[src/hdl/csge_pkg.sv]
// Shared types, constants and range tables for the current setpoint gain encoder.
// No dependencies; used by csge_front, csge_queue, csge_div and the top level.
package csge_pkg;

    localparam int unsigned IN_W   = 21;
    localparam int unsigned GAIN_W = 3;
    localparam int unsigned CODE_W = 12;
    localparam int unsigned NUM_W  = 31;
    localparam int unsigned DEN_W  = 21;
    localparam int unsigned RANGES = 10;
    localparam int unsigned SCALE_SHIFT = 10;

    localparam logic [IN_W-1:0] CH_LIMIT      = 21'd320000;
    localparam logic [IN_W-1:0] X2_LIMIT      = 21'd2000;
    localparam logic [IN_W-1:0] DAC_FLOOR_LIM = 21'd1215;
    localparam logic [IN_W-1:0] TOP_LIMIT     = 21'd1600000;

    localparam logic [CODE_W-1:0] DAC_FLOOR = 12'd1215;
    localparam logic [CODE_W-1:0] DAC_OVER  = 12'd1301;
    localparam logic [GAIN_W-1:0] GAIN_OVER = 3'd5;

    // 0.8*4096/1.32*2000 as an exact ratio: 163840000 / (33 * current)
    localparam logic [NUM_W-1:0] X2_NUMER = 31'd163840000;

    // One division request: flags and gain ride along with dividend and divisor.
    typedef struct packed {
        logic              pga_channel;
        logic              dac_gain_double;
        logic [GAIN_W-1:0] pga_gain;
        logic [NUM_W-1:0]  dividend;
        logic [DEN_W-1:0]  divisor;
    } job_t;

    function automatic logic [IN_W-1:0] range_top(input logic [3:0] idx);
        logic [IN_W-1:0] v;
        unique case (idx)
            4'd0:    v = 21'd5000;
            4'd1:    v = 21'd10000;
            4'd2:    v = 21'd20000;
            4'd3:    v = 21'd40000;
            4'd4:    v = 21'd80000;
            4'd5:    v = 21'd100000;
            4'd6:    v = 21'd200000;
            4'd7:    v = 21'd400000;
            4'd8:    v = 21'd800000;
            4'd9:    v = 21'd1600000;
            default: v = 21'd1600000;
        endcase
        return v;
    endfunction

    function automatic logic [GAIN_W-1:0] range_gain(input logic [3:0] idx);
        logic [GAIN_W-1:0] g;
        unique case (idx)
            4'd0:    g = 3'd7;
            4'd1:    g = 3'd6;
            4'd2:    g = 3'd4;
            4'd3:    g = 3'd2;
            4'd4:    g = 3'd1;
            4'd5:    g = 3'd0;
            4'd6:    g = 3'd4;
            4'd7:    g = 3'd2;
            4'd8:    g = 3'd1;
            4'd9:    g = 3'd0;
            default: g = 3'd0;
        endcase
        return g;
    endfunction

endpackage

[src/hdl/current_setpoint_gain_encoder.sv]
// Top level of the current setpoint gain encoder: classifier, request queue, divider pipeline.
// Depends on csge_pkg, csge_front, csge_queue and csge_div.
//
//   channel | handshake              | payload
//   --------+------------------------+---------------------------------------------------
//   in      | in_valid / in_ready    | micro_amp[20:0]
//   out     | out_valid / out_ready  | pga_channel, dac_gain_double, pga_gain[2:0],
//           |                        | dac_code[11:0]
//
// One request per cycle while the output is not stalled; the path is the classifier register,
// the queue write, then 13 divider ranks: a load rank, then 12 that each resolve one quotient bit.
// Reset clears the valid, pointer and count state only; the payload registers are not reset.
// A stalled output freezes the divider pipeline; the four-entry queue and the
// classifier register keep taking requests until they fill.
module current_setpoint_gain_encoder (
    input  logic                          clk,
    input  logic                          rst_n,
    input  logic                          in_valid,
    output logic                          in_ready,
    input  logic [csge_pkg::IN_W-1:0]     micro_amp,
    output logic                          out_valid,
    input  logic                          out_ready,
    output logic                          pga_channel,
    output logic                          dac_gain_double,
    output logic [csge_pkg::GAIN_W-1:0]   pga_gain,
    output logic [csge_pkg::CODE_W-1:0]   dac_code
);

    logic           front_valid;
    logic           front_ready;
    csge_pkg::job_t front_job;
    logic           back_valid;
    logic           back_ready;
    csge_pkg::job_t back_job;

    csge_front u_front (
        .clk       (clk),
        .rst_n     (rst_n),
        .in_valid  (in_valid),
        .in_ready  (in_ready),
        .micro_amp (micro_amp),
        .job_valid (front_valid),
        .job_ready (front_ready),
        .job       (front_job)
    );

    csge_queue u_queue (
        .clk        (clk),
        .rst_n      (rst_n),
        .push_valid (front_valid),
        .push_ready (front_ready),
        .push_job   (front_job),
        .pop_valid  (back_valid),
        .pop_ready  (back_ready),
        .pop_job    (back_job)
    );

    csge_div u_div (
        .clk             (clk),
        .rst_n           (rst_n),
        .job_valid       (back_valid),
        .job_ready       (back_ready),
        .job             (back_job),
        .out_valid       (out_valid),
        .out_ready       (out_ready),
        .pga_channel     (pga_channel),
        .dac_gain_double (dac_gain_double),
        .pga_gain        (pga_gain),
        .dac_code        (dac_code)
    );

endmodule

[src/hdl/csge_front.sv]
// Front end: accepts a setpoint, classifies its range and builds a division request.
// Depends on csge_pkg.
module csge_front (
    input  logic                          clk,
    input  logic                          rst_n,
    input  logic                          in_valid,
    output logic                          in_ready,
    input  logic [csge_pkg::IN_W-1:0]     micro_amp,
    output logic                          job_valid,
    input  logic                          job_ready,
    output csge_pkg::job_t                job
);

    logic           valid_reg;
    logic           valid_next;
    csge_pkg::job_t job_reg;
    csge_pkg::job_t job_next;

    logic [csge_pkg::RANGES-1:0] lt;
    logic [csge_pkg::RANGES-1:0] le;
    logic [csge_pkg::IN_W-1:0]   top_sel;
    logic [csge_pkg::GAIN_W-1:0] gain_sel;
    logic [csge_pkg::IN_W+4:0]   x33;
    logic                        accept;

    assign in_ready  = !valid_reg || job_ready;
    assign accept    = in_valid && in_ready;
    assign job_valid = valid_reg;
    assign job       = job_reg;

    always_comb
    begin
        for (int i = 0; i < csge_pkg::RANGES; i++)
        begin
            lt[i] = micro_amp <  csge_pkg::range_top(4'(i));
            le[i] = micro_amp <= csge_pkg::range_top(4'(i));
        end

        // first range bound at or above the current
        top_sel = csge_pkg::TOP_LIMIT;
        for (int i = csge_pkg::RANGES - 1; i >= 0; i--)
        begin
            if (le[i])
            begin
                top_sel = csge_pkg::range_top(4'(i));
            end
        end

        gain_sel = csge_pkg::GAIN_OVER;
        if (micro_amp <= csge_pkg::TOP_LIMIT)
        begin
            gain_sel = csge_pkg::range_gain(4'(csge_pkg::RANGES - 1));
        end
        for (int i = csge_pkg::RANGES - 2; i >= 0; i--)
        begin
            if (lt[i])
            begin
                gain_sel = csge_pkg::range_gain(4'(i));
            end
        end

        x33 = {micro_amp, 5'b0} + (csge_pkg::IN_W + 5)'(micro_amp);

        job_next.pga_channel     = micro_amp < csge_pkg::CH_LIMIT;
        job_next.dac_gain_double = micro_amp < csge_pkg::X2_LIMIT;
        job_next.pga_gain        = gain_sel;

        // fixed codes go through the divider as code / 1
        if (micro_amp < csge_pkg::DAC_FLOOR_LIM)
        begin
            job_next.dividend = csge_pkg::NUM_W'(csge_pkg::DAC_FLOOR);
            job_next.divisor  = csge_pkg::DEN_W'(1);
        end
        else if (micro_amp < csge_pkg::X2_LIMIT)
        begin
            job_next.dividend = csge_pkg::X2_NUMER;
            job_next.divisor  = csge_pkg::DEN_W'(x33);
        end
        else if (micro_amp <= csge_pkg::TOP_LIMIT)
        begin
            job_next.dividend = csge_pkg::NUM_W'({top_sel, csge_pkg::SCALE_SHIFT'(0)});
            job_next.divisor  = csge_pkg::DEN_W'(micro_amp);
        end
        else
        begin
            job_next.dividend = csge_pkg::NUM_W'(csge_pkg::DAC_OVER);
            job_next.divisor  = csge_pkg::DEN_W'(1);
        end
    end

    always_comb
    begin
        valid_next = valid_reg;
        if (accept)
        begin
            valid_next = 1'b1;
        end
        else if (job_ready)
        begin
            valid_next = 1'b0;
        end
    end

    always_ff @(posedge clk or negedge rst_n)
    begin
        if (!rst_n)
        begin
            valid_reg <= 1'b0;
        end
        else
        begin
            valid_reg <= valid_next;
        end
    end

    always_ff @(posedge clk)
    begin
        if (accept)
        begin
            job_reg <= job_next;
        end
    end

endmodule

[src/hdl/csge_queue.sv]
// Four-entry request queue between the classifier and the divider pipeline.
// Depends on csge_pkg.
module csge_queue (
    input  logic           clk,
    input  logic           rst_n,
    input  logic           push_valid,
    output logic           push_ready,
    input  csge_pkg::job_t push_job,
    output logic           pop_valid,
    input  logic           pop_ready,
    output csge_pkg::job_t pop_job
);

    localparam int unsigned DEPTH = 4;
    localparam int unsigned PTR_W = $clog2(DEPTH);

    csge_pkg::job_t    entry_reg [DEPTH];
    logic [PTR_W-1:0]  wr_ptr_reg;
    logic [PTR_W-1:0]  wr_ptr_next;
    logic [PTR_W-1:0]  rd_ptr_reg;
    logic [PTR_W-1:0]  rd_ptr_next;
    logic [PTR_W:0]    count_reg;
    logic [PTR_W:0]    count_next;
    logic              push;
    logic              pop;

    assign push_ready = count_reg != (PTR_W + 1)'(DEPTH);
    assign pop_valid  = count_reg != '0;
    assign pop_job    = entry_reg[rd_ptr_reg];
    assign push       = push_valid && push_ready;
    assign pop        = pop_valid && pop_ready;

    always_comb
    begin
        wr_ptr_next = push ? wr_ptr_reg + 1'b1 : wr_ptr_reg;
        rd_ptr_next = pop  ? rd_ptr_reg + 1'b1 : rd_ptr_reg;
        count_next  = count_reg;
        if (push && !pop)
        begin
            count_next = count_reg + 1'b1;
        end
        else if (pop && !push)
        begin
            count_next = count_reg - 1'b1;
        end
    end

    always_ff @(posedge clk or negedge rst_n)
    begin
        if (!rst_n)
        begin
            wr_ptr_reg <= '0;
            rd_ptr_reg <= '0;
            count_reg  <= '0;
        end
        else
        begin
            wr_ptr_reg <= wr_ptr_next;
            rd_ptr_reg <= rd_ptr_next;
            count_reg  <= count_next;
        end
    end

    always_ff @(posedge clk)
    begin
        if (push)
        begin
            entry_reg[wr_ptr_reg] <= push_job;
        end
    end

endmodule

[src/hdl/csge_div.sv]
// Back end: restoring divider, one quotient bit per pipeline rank after the load rank, last rank drives the output.
// Depends on csge_pkg.
module csge_div (
    input  logic                            clk,
    input  logic                            rst_n,
    input  logic                            job_valid,
    output logic                            job_ready,
    input  csge_pkg::job_t                  job,
    output logic                            out_valid,
    input  logic                            out_ready,
    output logic                            pga_channel,
    output logic                            dac_gain_double,
    output logic [csge_pkg::GAIN_W-1:0]     pga_gain,
    output logic [csge_pkg::CODE_W-1:0]     dac_code
);

    localparam int unsigned STAGES = csge_pkg::CODE_W;
    localparam int unsigned WIDE_W = csge_pkg::NUM_W + 1;

    logic                          valid_reg [STAGES+1];
    logic                          ch_reg    [STAGES+1];
    logic                          x2_reg    [STAGES+1];
    logic [csge_pkg::GAIN_W-1:0]   gain_reg  [STAGES+1];
    logic [csge_pkg::NUM_W-1:0]    rem_reg   [STAGES+1];
    logic [csge_pkg::DEN_W-1:0]    den_reg   [STAGES+1];
    logic [csge_pkg::CODE_W-1:0]   quo_reg   [STAGES+1];

    logic [csge_pkg::NUM_W-1:0]    rem_next  [STAGES];
    logic [csge_pkg::CODE_W-1:0]   quo_next  [STAGES];
    logic [WIDE_W-1:0]             shifted   [STAGES];
    logic                          fits      [STAGES];
    logic                          pipe_en;

    assign pipe_en   = !valid_reg[STAGES] || out_ready;
    assign job_ready = pipe_en;

    assign out_valid       = valid_reg[STAGES];
    assign pga_channel     = ch_reg[STAGES];
    assign dac_gain_double = x2_reg[STAGES];
    assign pga_gain        = gain_reg[STAGES];
    assign dac_code        = quo_reg[STAGES];

    always_comb
    begin
        for (int k = 0; k < STAGES; k++)
        begin
            shifted[k]  = {(WIDE_W - csge_pkg::DEN_W)'(0), den_reg[k]} << (STAGES - 1 - k);
            fits[k]     = {1'b0, rem_reg[k]} >= shifted[k];
            rem_next[k] = fits[k] ? rem_reg[k] - csge_pkg::NUM_W'(shifted[k]) : rem_reg[k];
            quo_next[k] = quo_reg[k];
            quo_next[k][STAGES - 1 - k] = fits[k];
        end
    end

    always_ff @(posedge clk or negedge rst_n)
    begin
        if (!rst_n)
        begin
            for (int k = 0; k <= STAGES; k++)
            begin
                valid_reg[k] <= 1'b0;
            end
        end
        else if (pipe_en)
        begin
            valid_reg[0] <= job_valid;
            for (int k = 0; k < STAGES; k++)
            begin
                valid_reg[k+1] <= valid_reg[k];
            end
        end
    end

    always_ff @(posedge clk)
    begin
        if (pipe_en)
        begin
            ch_reg[0]   <= job.pga_channel;
            x2_reg[0]   <= job.dac_gain_double;
            gain_reg[0] <= job.pga_gain;
            rem_reg[0]  <= job.dividend;
            den_reg[0]  <= job.divisor;
            quo_reg[0]  <= '0;
            for (int k = 0; k < STAGES; k++)
            begin
                ch_reg[k+1]   <= ch_reg[k];
                x2_reg[k+1]   <= x2_reg[k];
                gain_reg[k+1] <= gain_reg[k];
                rem_reg[k+1]  <= rem_next[k];
                den_reg[k+1]  <= den_reg[k];
                quo_reg[k+1]  <= quo_next[k];
            end
        end
    end

endmodule

[config.mk]
export PLATFORM = sky130hd
export DESIGN_NAME = current_setpoint_gain_encoder
export DESIGN_NICKNAME = d
export VERILOG_FILES = /design/src/hdl/csge_pkg.sv /design/src/hdl/current_setpoint_gain_encoder.sv /design/src/hdl/csge_front.sv /design/src/hdl/csge_queue.sv /design/src/hdl/csge_div.sv
export SDC_FILE = /design/constraint.sdc
export NUM_CORES = 2
export LEC_CHECK = 0
export ABC_CLOCK_PERIOD_IN_PS = 25500
export BUFFER_PORTS_ARGS = -buffer_cell sky130_fd_sc_hd__buf_2
export CAP_MARGIN = 15
export CELL_PAD_IN_SITES_DETAIL_PLACEMENT = 1
export CELL_PAD_IN_SITES_GLOBAL_PLACEMENT = 1
export CORE_UTILIZATION = 40
export DETAILED_ROUTE_END_ITERATION = 7
export GPL_ROUTABILITY_DRIVEN = 0
export PLACE_DENSITY_LB_ADDON = 0.25
export SYNTH_ARGS = -nofsm -noshare
export SYNTH_HDL_FRONTEND = slang
export SYNTH_HIERARCHICAL = 1
export SYNTH_SLANG_ARGS = --single-unit
[constraint.sdc]
create_clock -name clk -period 25.5 [get_ports clk]
set_clock_uncertainty 0.1 [all_clocks]
set_input_delay 1.275 -clock clk [delete_from_list [all_inputs] [get_ports clk]]
set_output_delay 1.275 -clock clk [all_outputs]
set_load 0.02 [all_outputs]
-- Word-level counts from Yosys, hierarchy flattened
Memories as Yosys holds them, arrays and structs flattened.
Cells that the tools add are included.
Widths: inputs -> output; s select.
- flip-flop bits (word level): 78
- memory bits (writable): 1125
- input port bits: 25
- output and inout port bits: 19
- logic and storage cells: 156
- memories: 7
- memory list (memory ; depth ; bits a word ; rd ports ; clocked after Yosys merged registers in ; write ports ; line ; text):
    u_div.rem_reg ; 13 ; 31 ; 12 ; 0 ; 13 ; csge_div.sv:24 ; logic [csge_pkg::NUM_W-1:0] rem_reg [STAGES+1];
    u_div.den_reg ; 13 ; 21 ; 12 ; 0 ; 13 ; csge_div.sv:25 ; logic [csge_pkg::DEN_W-1:0] den_reg [STAGES+1];
    u_queue.entry_reg ; 4 ; 57 ; 1 ; 0 ; 1 ; csge_queue.sv:17 ; csge_pkg::job_t entry_reg [DEPTH];
    u_div.quo_reg ; 13 ; 12 ; 13 ; 0 ; 13 ; csge_div.sv:26 ; logic [csge_pkg::CODE_W-1:0] quo_reg [STAGES+1];
    u_div.gain_reg ; 13 ; 3 ; 13 ; 0 ; 13 ; csge_div.sv:23 ; logic [csge_pkg::GAIN_W-1:0] gain_reg [STAGES+1];
    u_div.ch_reg ; 13 ; 1 ; 13 ; 0 ; 13 ; csge_div.sv:21 ; logic ch_reg [STAGES+1];
    1 more memories ; -- ; -- ; -- ; -- ; -- ; -- ;
- $add $sub $neg: 17
- order comparisons: 34
- equality and inequality tests: 1
- muxes and demuxes: 40
- bitwise operators: 1
- reductions and logical operators: 24
- operators by type and width (cell ; count):
    $mux 31 ; 12
    $mux 18 ; 7
    $mux 49 ; 2
    $sub 31x31->31 ; 2
    $le 21x17->1 const B ; 2
    $lt 21x11->1 const B ; 2
    $lt 21x17->1 const B ; 2
    $lt 21x19->1 const B ; 2
    $ge 31x32->1 ; 1
    $ge 31x21->1 ; 1
    $ge 31x22->1 ; 1
    $ge 31x23->1 ; 1
    $ge 31x24->1 ; 1
    $ge 31x25->1 ; 1
    $ge 31x26->1 ; 1
    $ge 31x27->1 ; 1
    $ge 31x28->1 ; 1
    $ge 31x29->1 ; 1
    $ge 31x30->1 ; 1
    $ge 31x31->1 ; 1
    $sub 31x21->31 ; 1
    $sub 31x22->31 ; 1
    $sub 31x23->31 ; 1
    $sub 31x24->31 ; 1
    other kinds (44) ; 70

-- Longest topological paths before layout
- depth after elaboration: 12
- depth in mapped cells: 14

-- Hierarchy
Netlist, hierarchy kept.
- by module, submodules not included (module ; times used ; cells each ; area an instance (µm²) ; seq. area each (µm²)):
    csge_div ; 1 ; 3340 ; 40382.5 ; 23357.4
    csge_queue ; 1 ; 333 ; 8644.5 ; 7021.7
    csge_front ; 1 ; 387 ; 3631.0 ; 1436.4

-- Worst setup path after synthesis
OpenSTA, ideal clock, no wires.
- path type: input-to-reg
- from: input port out_ready
- to: register u_queue.count_reg[1]
- library setup time: 0.125 ns
- data arrival time: 19.289 ns
- required time: 25.275 ns
- path slack: 5.987 ns
- stages: 9
- path buffers: 2
- cells stage by stage: nor2b_1 > clkbuf_1 > clkbuf_1 > inv_1 > nand2_1 > ha_1 > inv_1 > fa_1 > mux2_2
- cells in the longest elaborated chain, start to end: 5
- elaborated cells between the ends (all ways): 7
- RTL lines (element ; line ; text):
    start: declaration ; current_setpoint_gain_encoder.sv:22 ; input logic out_ready,
    $logic_or 1x1->1 ; csge_div.sv:34 ; assign pipe_en = !valid_reg[STAGES] || out_ready;
    net back_ready ; current_setpoint_gain_encoder.sv:33 ; logic back_ready;
    $logic_and 1x1->1 ; csge_queue.sv:31 ; assign pop = pop_valid && pop_ready;
    $logic_not 1->1 ; csge_queue.sv:38 ; if (push && !pop)
    $logic_and 1x1->1 ; csge_queue.sv:38 ;
    $mux 3 ; csge_queue.sv:38 ;
    net u_queue.count_next[1] ; csge_queue.sv:23 ; logic [PTR_W:0] count_next;
    end signal: assignment ; csge_queue.sv:60 ; count_reg <= count_next;
    end: declaration ; csge_queue.sv:22 ; logic [PTR_W:0] count_reg;
The timed path passes the listed nets, and every way through them passes these cells.
A chain may end at the register's enable or synchronous reset.

==> summary.txt <==
Global route
  – Largest net degree at the start of global routing: 194
  – Vias in the first global route: 33,600
  – Overall global routing resource usage: around 18%
  – Grt ovf: 0
  – First-pass GRT wire length: approximately 190,000 µm
  – Initial antenna violation count: 1

Routing
  – Via-to-Cell Ratio: 5.38
  – DR vias: around 32,000
  – DRC violations left: 0
  – Per-cell routed wire length: about 20 µm
  – Starting DRT DRC Count: about 1,900
  – TritonRoute pass-1 iters: 5
  – Post-route ant nets: 0
  – Routed Wire Length: 122,000 µm

Timing
  – Setup TNS: 0 ns
  – PnR worst setup slack: 21.56 ns
  – Period utilisation layout: 15.4%
  – FMAX: 254 MHz
  – Final hold slack: 0.313 ns
  – Hold Violations, Final: 0
  – RSZ-0062 raised after global routing: no
  – Slew Limit Headroom: 22.6%
  – Least-Margin Pin Slew: about 1.2 ns
  – Fin crit period: 3.94 ns
  – # setup viols final: 0
  – Pins Over Slew Limit: 0

Min path
  – Hold crit path type: flip-flop to flip-flop

Floorplanning
  – Die width: 365 µm
  – Die height: 365 µm
  – Core box area: 0.130 mm²
  – Die footprint: 0.133 mm²
  – Site Rows: 132
  – Initial Utilization: between 40 and 50%
  – I/O pin count: 44

Final layout
  – Final Net Count: ~4,400
  – N_diodes: 0
  – Fillcell total: 13,400
  – Max reg flops: 372
  – Post-layout util: 45.0%
  – Ratio of cells with drive above 1 in the final layout: 11.1%
  – Syn-to-layout area delta: 11.1%
  – Fin cells: 5,969

Worst setup path
  – CP Class: primary input to flip-flop
  – CP Data Required Time: 25.73 ns
  – CP Capture Type: flip-flop
  – Startpoint types: primary input
  – Critical Path Fanout Max: 193
  – Crit path arrival time: 4.17 ns

Synth
  – Compound-Gate Fraction of Synth Area: between 10% and 20%
  – Mux cell area share after synthesis: roughly 4.7%
  – Area of the mapped netlist: around 0.053 mm²
  – Post-Synth XOR/XNOR Area: 3.61%
  – Synth Flop Type: edfxtp_1
  – Mapped Cells: approximately 4,000
  – Post-synth top area cell: edfxtp_1
  – Main area contributors after synthesis: edfxtp_1 59%, ha_1 6.4%, a21oi_1 2.5%, mux4_2 2.4%, inv_1 2.4%
  – Post-synth cell types: 102
  – Post-synthesis average cell area: between 10 and 15 µm²
  – Yosys Warn Count: 6
  – Post-synthesis adder-cell area fraction: between 6 and 7%
  – Sequential fraction of the synthesis area: 60.4%
  – Synth Register Bits: 1,063
  – Post-synth EDFFs: 1,042
  – Synth Area in Simple Gates: 9.32%
  – Synth top area share: ~60%
  – Main combinational cell family by area after synthesis: compound AO/OA/AOI/OAI gates
  – Asr flop ratio synth: around 2.0%

Power and ir drop
  – Clock Power Share: between 20% and 30%
  – Power Density: approximately 140 mW/mm²
  – Leakage power: 0.0218 µW
  – Comb power frac: a little over two fifths
  – Internal Pwr Total: 5280 µW
  – Sw Ratio: 36.7%
  – Maximum vdd drop: 0.0723 mV
  – Psw: slightly above 3000 µW
  – Flop pwr share: a little under two fifths

Place
  – PortBufs: 43
  – Placed cell count: 5,755
  – Setup WS pre-CTS: 20.82 ns
  – HPWL after DPL: about 90,000 µm

Clock tree
  – Clock latency on the worst-skew pair: 0.73 ns
  – Clock Path Buffers: 3
  – CTS resizes: 0
  – Clock root buffer: clkbuf_16
  – H-tree depth: 3
  – CTS tree: built
  – Hold_buf cts: 0
  – Reg clk slew, reported paths: 0.06 ns
  – CTS Buf Count: 115
  – Setup repair bufs after CTS: 0
  – Clock Sink Count: 1,063

Status
  – Outcome: finished, final reports clean

Job
  – Max-cap violations: 0
[synth_stat cells (all sizes together) (28+ instances only)]
master and number:
nor2b 46, o211ai 28, edfxtp 1042, clkbuf 57
o21ai 219, o21a 44, nand4 49, a21o 89
xor2 88, a211oi 29, nor3 73, o31ai 33
nand3 51, xnor2 129, and3 30, a21oi 265
nand2 241, a31oi 29, nor4 36, or3 28
ha 271, nand2b 41, mux2 101, buf 60
nor2 230, inv 334, mux4 57
[path summary, 6_finish.rpt]
check	start	end	slack [ns]	depth (start not counted)
max	out_ready	u_div/rem_reg[1][9]	21.56	6
min	u_div/quo_reg[1][8]	u_div/quo_reg[1][20]	0.31	0
max reg2reg	u_div/rem_reg[1][39]	u_div/rem_reg[1][91]	21.69	10
min reg2reg	u_div/quo_reg[1][8]	u_div/quo_reg[1][20]	0.31	0
max in group asynchronous	rst_n	u_queue/rd_ptr_reg[0]	24.52	1
min in group asynchronous	rst_n	u_front/job_valid	0.41	1
[cell usage in the layout, fill, tap and decap left out, types with 25 or more instances in the layout]
cell type	synthesis	layout
buf_2	27	43
nand2b_1	41	41
and3_1	30	30
or3_1	28	28
a211oi_1	27	27
o21a_1	44	44
a21o_1	89	89
edfxtp_1	1042	1042
mux2_2	101	101
o31a_1	25	25
a21oi_1	265	264
nor2b_1	46	46
nor2_1	230	229
ha_1	271	271
o31ai_1	32	32
xnor2_1	129	129
nand3_1	51	51
nor3_1	69	69
a31oi_1	29	28
inv_1	332	331
o21ai_0	217	217
xor2_1	88	88
clkbuf_16	0	115
nand2_1	241	241
o21bai_1	27	27
o211ai_1	28	28
nand4_1	48	48
nor4_1	34	34
mux4_2	57	57
[layer usage]
metal,GRT usage [%],vias to the layer above,share of wire (%)
li1,-,15500,-
met1,22.3,16000,43
met2,32.9,524,50
met3,2.42,207,3.0
met4,6.92,2,3.4
met5,0,-,0.0065
[power by group through the flow]
stage | combinational (µW) | clock [µW] | sequential [µW]
global route | 3860 | 1780 | 3240
global placement | 3390 | 0 | 3200
CTS | 3480 | 1730 | 3190
detailed placement | 3460 | 0 | 3220
floorplan | 2670 | 0 | 3140
finish | 3480 | 1680 | 3180
[kinds of logic after synthesis]
kind of cell             after synthesis
buffers and inverters                451
AND/OR/NAND/NOR                      953
flip-flops                          1063
multiplexers                         166
adder cells (fa/ha/maj)              284
AO/OA/AOI/OAI                        925
XOR/XNOR                             217
other                                  1
[critical path: stages]
cell	delay, ns
buf_2	0.07
nor2b_1	0.04
buf_4	0.20
inv_8	0.54
buf_12	0.75
buf_4	0.97
[stage by stage]
stage / total power, µW / instance area, µm²
2_1_floorplan: 5810 / 52700
3_3_place_gp: 6590 / 54700
3_5_place_dp: 6680 / 54700
4_1_cts: 8410 / 58500
5_1_grt: 8890 / 58500
6_report: 8330 / 58500
[layout make-up]
cell class,instances,area [µm²],area share [%]
Timing Repair Buffer,67,408,0.697
Sequential cell,1063,31800,54.4
Multi-Input combinational cell,2549,19000,32.5
Clock buffer,140,3000,5.13
Inverter,334,1260,2.16
Clock inverter,74,846,1.45
Tap cell,1742,2180,3.73
Power figures use the tool's default switching activity.
